**src/sv/ilf_pkg.sv**
```systemverilog
// package for the two-plane incremental line fit
// types, widths and constants shared by every module; no dependencies
package ilf_pkg;

    localparam int MAX_HITS  = 255;
    localparam int CNT_W     = $clog2(MAX_HITS + 1);
    localparam int SUM_W     = 64;
    localparam int PROD_W    = 128;
    localparam int QUEUE_D   = 2;
    localparam int QPTR_W    = 1;

    typedef enum logic
    {
        CMD_ADD   = 1'b0,
        CMD_CLEAR = 1'b1
    } cmd_t;

    typedef struct packed
    {
        logic                command;
        logic        [15:0]  weight_xy;
        logic signed [15:0]  conf_x;
        logic signed [15:0]  conf_y;
        logic        [15:0]  weight_z;
        logic signed [15:0]  path_s;
        logic signed [15:0]  hit_z;
    } hit_t;

    typedef struct packed
    {
        logic signed [31:0]  xy_intercept;
        logic signed [31:0]  xy_slope;
        logic signed [31:0]  sz_intercept;
        logic signed [31:0]  sz_slope;
        logic                xy_solved;
        logic                sz_solved;
        logic        [7:0]   hits_in_fit;
    } fit_t;

    // classified work handed from front to back
    typedef struct packed
    {
        logic                clear;
        logic                add;
        logic signed [16:0]  w_xy;
        logic signed [16:0]  u_xy;
        logic signed [16:0]  v_xy;
        logic signed [16:0]  w_sz;
        logic signed [16:0]  u_sz;
        logic signed [16:0]  v_sz;
        logic        [7:0]   hits;
    } job_t;

    typedef enum logic [3:0]
    {
        ST_IDLE,
        ST_UU,
        ST_WU,
        ST_WUU,
        ST_ACC,
        ST_M0,
        ST_M1,
        ST_M2,
        ST_M3,
        ST_M4,
        ST_M5,
        ST_SOLVE,
        ST_DIV,
        ST_NEXT,
        ST_OUT
    } st_t;

endpackage

```
**src/sv/ilf_queue.sv**
```systemverilog
// two-entry job queue between front and back
// uses ilf_pkg
module ilf_queue
(
    input  logic          clk,
    input  logic          rst_n,
    input  logic          wr_valid,
    output logic          wr_ready,
    input  ilf_pkg::job_t wr_job,
    output logic          rd_valid,
    input  logic          rd_ready,
    output ilf_pkg::job_t rd_job
);
    import ilf_pkg::*;

    job_t              mem_reg [QUEUE_D];
    logic [QPTR_W-1:0] wp_reg, rp_reg;
    logic [QPTR_W:0]   cnt_reg;
    logic              push, pop;

    assign wr_ready = (cnt_reg != (QPTR_W+1)'(QUEUE_D));
    assign rd_valid = (cnt_reg != '0);
    assign rd_job   = mem_reg[rp_reg];
    assign push     = wr_valid && wr_ready;
    assign pop      = rd_valid && rd_ready;

    always_ff @(posedge clk)
    begin
        if (push)
            mem_reg[wp_reg] <= wr_job;
    end

    always_ff @(posedge clk or negedge rst_n)
    begin
        if (!rst_n)
        begin
            wp_reg  <= '0;
            rp_reg  <= '0;
            cnt_reg <= '0;
        end
        else
        begin
            if (push)
                wp_reg <= wp_reg + 1'b1;
            if (pop)
                rp_reg <= rp_reg + 1'b1;
            cnt_reg <= cnt_reg + (QPTR_W+1)'(push) - (QPTR_W+1)'(pop);
        end
    end
endmodule

```
**config.mk**
```make
export PLATFORM = sky130hd
export DESIGN_NAME = ilf_queue
export DESIGN_NICKNAME = d
export VERILOG_FILES = /design/src/sv/ilf_pkg.sv /design/src/sv/ilf_queue.sv
export SDC_FILE = /design/constraint.sdc
export NUM_CORES = 1
export LEC_CHECK = 0
export BUFFER_PORTS_ARGS = -buffer_cell sky130_fd_sc_hd__buf_2
export CORE_UTILIZATION = 43
export CTS_CLUSTER_DIAMETER = 80
export CTS_CLUSTER_SIZE = 12
export DETAILED_ROUTE_END_ITERATION = 12
export HOLD_SLACK_MARGIN = 0.05
export PLACE_DENSITY_LB_ADDON = 0.08
export REMOVE_ABC_BUFFERS = 1
export SETUP_SLACK_MARGIN = 0.05
export SLEW_MARGIN = 0
export SYNTH_ARGS = -nofsm -noshare
export SYNTH_HDL_FRONTEND = slang
export SYNTH_SLANG_ARGS = --single-unit
```
**constraint.sdc**
```tcl
create_clock -name clk -period 10.3 [get_ports clk]
set_input_delay 0 -clock clk [delete_from_list [all_inputs] [get_ports clk]]
set_output_delay 0 -clock clk [all_outputs]
set_load 0.02 [all_outputs]
```
==> flow_summary.yaml <==
status:
  outcome: "complete, no violations"
drt:
  dr.first_iter.drc_count: 178
  first_pass_iters: 4
  drt-total-wl_um: 16400
  ant_nets: 0
  vias: 4643
  drc_errors: 0
  wl_per_cell_um: 16.3
  via_per_inst: 4.62
global_routing:
  grt_overflow: 0
  grt_max_degree: 69
  antenna_found_initial: 1
  grt_pass1_wl_um: 24500
  grt_usage_pct: 15.6
  grt_pass1_vias: 4874
worst_setup_path:
  r2r-start: "cnt_reg[0]"
  cp_max_fo: 68
  cp-start-kind: "register"
  cp_data_required_time_ns: 10.30
  reg2reg_slack_ns: 7.78
  r2r_cells: 3
  cp.arrival_ns: 3.09
  crit_path_end_kind: "primary output"
  r2r-end: "mem_reg[1][98]"
  crit_type: "reg2out"
timing:
  worst_slew_pin_slew_ns: 1.10
  setup_tns_ns: 0
  relSlewSlack_pct: 26.7
  clock.fmax_ghz: 0.324
  holdWs_ns: 0.232
  finClkSkew_ns: 0.00392
  setup_violations: 0
  grt_setup_unrepaired: "no"
  drv_slew: 0
  post-route-period-util_pct: 30.0
  period_minus_slack_ns: 3.09
  finalHoldViolations: 0
finish:
  largest_reg_flops: 224
  layout-drive-gt1-share_pct: 50.5
  areaGrowthSynthToFinish_pct: 36.9
  fin_nets: 848
  post-route-util_pct: 60.2
synthesis:
  synthFlopType: "edfxtp_1"
  synthCells: 371
  ys_top_cells_by_area: "edfxtp_1 78%, mux2_4 12%, mux2_2 5.5%"
  synth_edf_count: 224
  async_flop_share_pct: 1.75
  yosys.cell_types.count: 20
  synth_area_per_cell_sq_um: 23.2
  synth_top_area_share_pct: 78.3
  synthesis.area_sq_um: 8590
  yosysTopAreaCell: "edfxtp_1"
  ys_seq_area_share_pct: 79.4
  ys_warn_count: 0
  synth-seq-cells: 228
floorplan:
  start_util_pct: 44.0
  fp-row-count: 51
  die_w_um: 143
  num_io_pins: 230
  die-area_sq_um: 20600
  dieHeight_um: 143
  core_area_sq_um: 19500
job:
  max_cap_violations: 0
cts:
  htreeDepth: 1
  cts.reportedPaths.clkPinSlew_ns: 0.06
  cts_tree: "done"
  cts.sink_count: 228
  root_buffer: "clkbuf_16"
  cts_resized: 0
  clock_latency_ns: 0.48
  clk_path_buf_depth: 3
  cts_buffers: 22
power_and_ir_drop:
  ir_drop_uv: 314
  p_leak_nw: 4.61
  p_per_area_nw_per_um2: 269
place:
  gp_congestion: 0.712
  port_buffers: 229
  hpwl_um: 10100
hold_path:
  hp-start: "wr_job[9]"
  hp-class: "in2reg"
  worstHoldEndpoint: "mem_reg[0][9]"
  min_path_cells: 2
Yosys cell counts (2+ instances only):
cell type,number
buf_6,8
edfxtp_1,224
buf_2,4
nand2_1,2
mux2_4,70
mux2_2,42
xnor2_1,3
dfrtp_1,4
nor2_1,3
critical path: stages (launching register included):
cell and delay [ns]:
dfrtp_4 1.14, buf_4 0.83, mux2_2 0.41, buf_2 0.15
where the power goes:
group | internal [W] | total (W) | switching (W) | leakage [nW]
clock network | 0.000403 | 0.000705 | 0.000303 | 0.293
registers | 0.00127 | 0.00138 | 0.000112 | 2.13
logic | 0.000488 | 0.00108 | 0.000588 | 2.19
layer usage:
| layer | share of wire [%] | GRT usage [%] | vias up |
|---|---|---|---|
| met2 | 50 | 27.8 | 172 |
| met5 | 0 | 0 | - |
| met1 | 40 | 18.2 | 2254 |
| met3 | 8.1 | 4.53 | 26 |
| li1 | - | - | 2191 |
| met4 | 1.8 | 4.59 | 0 |
how the worst max path moves through the flow:
stage,start,end,slack [ns],depth (start not counted)
global route,rp_reg,rd_job[13],7.04,3
finish,rp_reg,rd_job[13],7.21,3
global placement,rp_reg,rd_job[102],7.67,3
detailed placement,rp_reg,rd_job[102],7.66,3
CTS,rp_reg,rd_job[13],7.14,3
floorplan,cnt_reg[0],mem_reg[0][0],4.25,3
kinds of logic (layout without fill, tap and decap cells):
kind of cell / after synthesis / after routing / synth area share, %
other: 0 / 1 / 0
AND/OR/NAND/NOR: 10 / 10 / 0.568
multiplexers: 112 / 112 / 17.7
buffers and inverters: 13 / 380 / 1.46
adder cells (fa/ha/maj): 1 / 1 / 0.146
XOR/XNOR: 3 / 3 / 0.306
AO/OA/AOI/OAI: 4 / 4 / 0.364
flip-flops: 228 / 228 / 79.4
metrics by stage:
step,instances,instance area (sq um),setup slack (ns),total power (W)
4_1_cts,1003,11800,7.14,0.00321
3_5_place_dp,856,9990,7.66,0.00247
6_report,1004,11800,7.21,0.00316
2_1_floorplan,358,8470,4.25,0.00221
5_1_grt,1004,11800,7.04,0.00333
3_3_place_gp,856,9990,7.67,0.00245
area by class of cell:
class | count | area [sq um]
timing repair buffer | 349 | 2340
clock buffer | 31 | 606
antenna | 1 | 2.50
tap | 265 | 332
multi-input combinational | 130 | 1660
fill | 1523 | 7760
sequential | 228 | 6830
cells in the final DEF, fill, tap and decap left out, drive strengths merged:
cell and instances:
o21ai 1, a32oi 1, a211oi 1, edfxtp 224, buf 233, and3 1
nand2b 1, mux2 112, ha 1, nand3 1, dlygate4sd3 116, xnor2 3
diode 1, or2 1, dfrtp 4, nand2 2, clkbuf 31, nor2 3
nor2b 1, a21bo 1
repair_timing:
action / 4_1_cts / 5_1_grt
endpoints found under the hold margin: 232 / 0
hold buffers: 116 / 0
setup buffers: 0 / 0
(Power assumes the default switching activity.)
