==> src/sv/ilf_pkg.sv <==
// package for the two-plane incremental line fit
// types, widths and constants shared by every module; no dependencies
package ilf_pkg;

    localparam int MAX_HITS  = 255;
    localparam int CNT_W     = $clog2(MAX_HITS + 1);
    localparam int SUM_W     = 64;
    localparam int PROD_W    = 128;
    localparam int QUEUE_D   = 2;
    localparam int QPTR_W    = 1;

    typedef enum logic
    {
        CMD_ADD   = 1'b0,
        CMD_CLEAR = 1'b1
    } cmd_t;

    typedef struct packed
    {
        logic                command;
        logic        [15:0]  weight_xy;
        logic signed [15:0]  conf_x;
        logic signed [15:0]  conf_y;
        logic        [15:0]  weight_z;
        logic signed [15:0]  path_s;
        logic signed [15:0]  hit_z;
    } hit_t;

    typedef struct packed
    {
        logic signed [31:0]  xy_intercept;
        logic signed [31:0]  xy_slope;
        logic signed [31:0]  sz_intercept;
        logic signed [31:0]  sz_slope;
        logic                xy_solved;
        logic                sz_solved;
        logic        [7:0]   hits_in_fit;
    } fit_t;

    // classified work handed from front to back
    typedef struct packed
    {
        logic                clear;
        logic                add;
        logic signed [16:0]  w_xy;
        logic signed [16:0]  u_xy;
        logic signed [16:0]  v_xy;
        logic signed [16:0]  w_sz;
        logic signed [16:0]  u_sz;
        logic signed [16:0]  v_sz;
        logic        [7:0]   hits;
    } job_t;

    typedef enum logic [3:0]
    {
        ST_IDLE,
        ST_UU,
        ST_WU,
        ST_WUU,
        ST_ACC,
        ST_M0,
        ST_M1,
        ST_M2,
        ST_M3,
        ST_M4,
        ST_M5,
        ST_SOLVE,
        ST_DIV,
        ST_NEXT,
        ST_OUT
    } st_t;

endpackage

==> src/sv/ilf_front.sv <==
// front end: takes hits, tracks hit count, classifies add/clear/ignore
// uses ilf_pkg; feeds the job queue
module ilf_front
(
    input  logic          clk,
    input  logic          rst_n,
    input  logic          in_valid,
    output logic          in_ready,
    input  ilf_pkg::hit_t in_hit,
    output logic          q_valid,
    input  logic          q_ready,
    output ilf_pkg::job_t q_job
);
    import ilf_pkg::*;

    logic [CNT_W-1:0] count_reg, count_next;
    logic             full;

    assign full     = (count_reg == CNT_W'(MAX_HITS));
    assign in_ready = q_ready;
    assign q_valid  = in_valid;

    always_comb
    begin
        count_next = count_reg;
        if (in_valid && q_ready)
        begin
            if (cmd_t'(in_hit.command) == CMD_CLEAR)
                count_next = '0;
            else if (!full)
                count_next = count_reg + 1'b1;
        end
    end

    always_comb
    begin
        q_job.clear = (cmd_t'(in_hit.command) == CMD_CLEAR);
        q_job.add   = !q_job.clear && !full;
        q_job.w_xy  = {1'b0, in_hit.weight_xy};
        q_job.u_xy  = 17'(in_hit.conf_x);
        q_job.v_xy  = 17'(in_hit.conf_y);
        q_job.w_sz  = {1'b0, in_hit.weight_z};
        q_job.u_sz  = 17'(in_hit.path_s);
        q_job.v_sz  = 17'(in_hit.hit_z);
        if (count_next > CNT_W'(255))
            q_job.hits = 8'd255;
        else
            q_job.hits = 8'(count_next);
    end

    always_ff @(posedge clk or negedge rst_n)
    begin
        if (!rst_n)
            count_reg <= '0;
        else
            count_reg <= count_next;
    end
endmodule

==> config.mk <==
export PLATFORM = sky130hd
export DESIGN_NAME = ilf_front
export DESIGN_NICKNAME = d
export VERILOG_FILES = /design/src/sv/ilf_pkg.sv /design/src/sv/ilf_front.sv
export SDC_FILE = /design/constraint.sdc
export NUM_CORES = 1
export LEC_CHECK = 0
export ABC_AREA = 1
export ABC_CLOCK_PERIOD_IN_PS = 1800
export BUFFER_PORTS_ARGS = -buffer_cell sky130_fd_sc_hd__buf_2
export CORE_AREA = 2 2 84 86
export DETAILED_ROUTE_END_ITERATION = 8
export DIE_AREA = 0 0 86 88
export PLACE_DENSITY = 0.7
export SLEW_MARGIN = 25
export SYNTH_ARGS = -nofsm -noshare
export SYNTH_HDL_FRONTEND = slang
export SYNTH_SLANG_ARGS = --single-unit
==> constraint.sdc <==
create_clock -name clk -period 1.8 [get_ports clk]
set_clock_uncertainty 0.05 [all_clocks]
set_input_delay 0.18 -clock clk [delete_from_list [all_inputs] [get_ports clk]]
set_output_delay 0.18 -clock clk [all_outputs]
set_load 0.01 [all_outputs]
==> impl_metrics.json <==
{
  "drc": 0,
  "netlist-cell-type-count": 17,
  "synth_cells": 184,
  "critPathMaxFanout": 8,
  "synth-edff-count": 0,
  "finalHoldWorstSlack_ps": 286,
  "worstReg2RegStart": "count_reg[1]",
  "yosysTopAreaCellShare_pct": 59.2,
  "cp.arrival_ps": 1520,
  "p_leak_nw": 0.403,
  "ys_async_sr_fraction_pct": 100,
  "area_growth_pct": -37.7,
  "dp_cells": 176,
  "dieArea_sq_um": 7570,
  "fin_cells": 184,
  "p_total_mw": 0.594,
  "antennaDiodeCount": 0,
  "cts_max_level": 1,
  "reg2regPathDepth": 8,
  "synth_top_cell_by_area": "buf_4",
  "initial_utilization_pct": 20.1,
  "cts_buffer_depth": 2,
  "ir_drop_mv": 0.317,
  "die_h_um": 88,
  "postSynthAreaPerCell_sq_um": 7.24,
  "yosysSeqAreaShare_pct": 15.0,
  "vias_per_cell": 3.83,
  "synth_common_cells": "buf_4 (105), nand2_1 (21), inv_1 (10)",
  "antenna_found_initial": 0,
  "place_ws_ps": 164,
  "n_fill_cell": 758,
  "clk_latency_ps": 230,
  "cts_sinks": 8,
  "drtIter0Drc": 16,
  "cap_violations": 0,
  "cts_root_buf": "clkbuf_8",
  "synth.area.top_cells": "buf_4 (59%), dfrtp_1 (15%), nand2_1 (5.9%)",
  "io_buffer_count": 16,
  "drt-total-wl_mm": 2.42,
  "fin_nets": 208,
  "setup_viol": 0,
  "drtPass1Iterations": 4,
  "hp-class": "in -> async",
  "grt_pass1_vias": 718,
  "cts_tree": "yes",
  "grt_pass1_wl_mm": 3.66,
  "dpl.hpwl_mm": 1.86,
  "globalplace.congestion": 0.765,
  "gr-total-overflow": 0,
  "grt_usage_pct": 6.53,
  "ys.flop_type": "dfrtp_1",
  "die_x_um": 86,
  "max_freq_ghz": 0.572,
  "status": "completed",
  "core_sq_um": 6640,
  "yosys_warnings": 0,
  "cp_data_required_time_ps": 1570,
  "rsz0062_at_grt": "yes",
  "wl_per_cell_um": 13.1,
  "grt_max_degree": 9,
  "largest_reg_flops": 8,
  "p_per_area_nw_per_um2": 716,
  "hold_viol": 0,
  "drive_gt1_share_pct": 35.6,
  "layout_setup_ws_ps": 51.2,
  "cts.clk_slew.worst_paths_ps": 40,
  "synth-seq-cells": 8,
  "slew_violations": 0,
  "synthesis.area_sq_um": 1330,
  "cp-start-kind": "register",
  "r2r_end": "count_reg[3]",
  "crit_type": "reg -> out",
  "post-route-min-period_ps": 1750,
  "finalCritPeriodShare_pct": 97.2,
  "reg2reg_slack_ps": 510,
  "pin_count": 215,
  "synth_most_common_cell": "buf_4",
  "fp-row-count": 30,
  "ant_nets": 0,
  "cts_buffers": 3,
  "endpoint_kind": "output port",
  "vias": 704
}
worst max-delay path, stage by stage (launching register included):
cell	delay, ps
dfrtp_1	380
ha_2	200
nand2_2	90
nor2_4	50
nand2_4	110
nand2_1	80
nand2_1	60
nand2_1	50
nor2_2	120
buf_2	140
cell type report:
type / count / area (sq um) / share of cell area [%]
inverter: 12 / 45.0 / 5.43
multi-input combinational: 60 / 317 / 38.2
sequential: 8 / 200 / 24.1
timing repair buffer: 21 / 126 / 15.2
clock buffer: 3 / 41.3 / 4.98
tap: 80 / 100 / 12.1
metal layers:
layer  part of all wire, %  GRT usage (%)
met5                     0              0
met4                   9.2           8.08
met3                    11           3.86
met2                    46           9.73
met1                    33           5.52
placed cells by master (no fill, tap or decap):
| cell | n |
|---|---|
| a21oi_1 | 2 |
| a21oi_2 | 2 |
| buf_2 | 15 |
| buf_4 | 4 |
| buf_6 | 1 |
| clkbuf_8 | 3 |
| conb_1 | 2 |
| dfrtp_1 | 8 |
| dlygate4sd3_1 | 1 |
| ha_2 | 1 |
| inv_1 | 10 |
| inv_2 | 2 |
| nand2_1 | 21 |
| nand2_2 | 4 |
| nand2_4 | 2 |
| nand3_1 | 8 |
| nand4_1 | 1 |
| nor2_1 | 8 |
| nor2_2 | 1 |
| nor2_4 | 2 |
| o21ai_0 | 3 |
| o21ai_1 | 1 |
| o21bai_1 | 2 |
worst max-delay path by stage:
stage / slack, ps / startpoint / end
after floorplan: 370 / count_reg[0] / q_job[3]
after global placement: 220 / count_reg[0] / q_job[1]
after detailed placement: 160 / count_reg[0] / q_job[0]
after CTS: 6 / count_reg[1] / q_job[0]
after global routing: -70 / count_reg[0] / q_job[0]
final: 50 / count_reg[1] / q_job[3]
logic make-up after synthesis:
kind of cell             after synthesis  synth area share (%)
flip-flops                             8                  15.0
other                                  1                 0.281
AND/OR/NAND/NOR                       47                  16.8
buffers and inverters                117                  62.5
AO/OA/AOI/OAI                         10                  4.41
adder cells (fa/ha/maj)                1                 0.939
power by group:
part	internal (mW)	switching [mW]	leakage, nW	total, mW
Sequential	0.200	0.0167	0.107	0.216
Combinational	0.0667	0.0927	0.274	0.159
Clock	0.145	0.0730	0.0216	0.218
stage by stage:
step,util [%],TNS [ps],area [sq um]
floorplan,-,0,1340
global placement,11.0,0,728
detailed placement,11.0,0,728
CTS,12.2,0,812
global route,12.5,-288,830
finish,12.5,0,830
repair_timing:
action / in CTS / in global routing
resized for setup: 1 / 5
pin swaps: 2 / 2
hold buffers: 1 / 0
setup buffers: 4 / 0
setup endpoints to repair: 4 / 8
endpoints found under the hold margin: 8 / 0
Power figures use the tool's default switching activity.
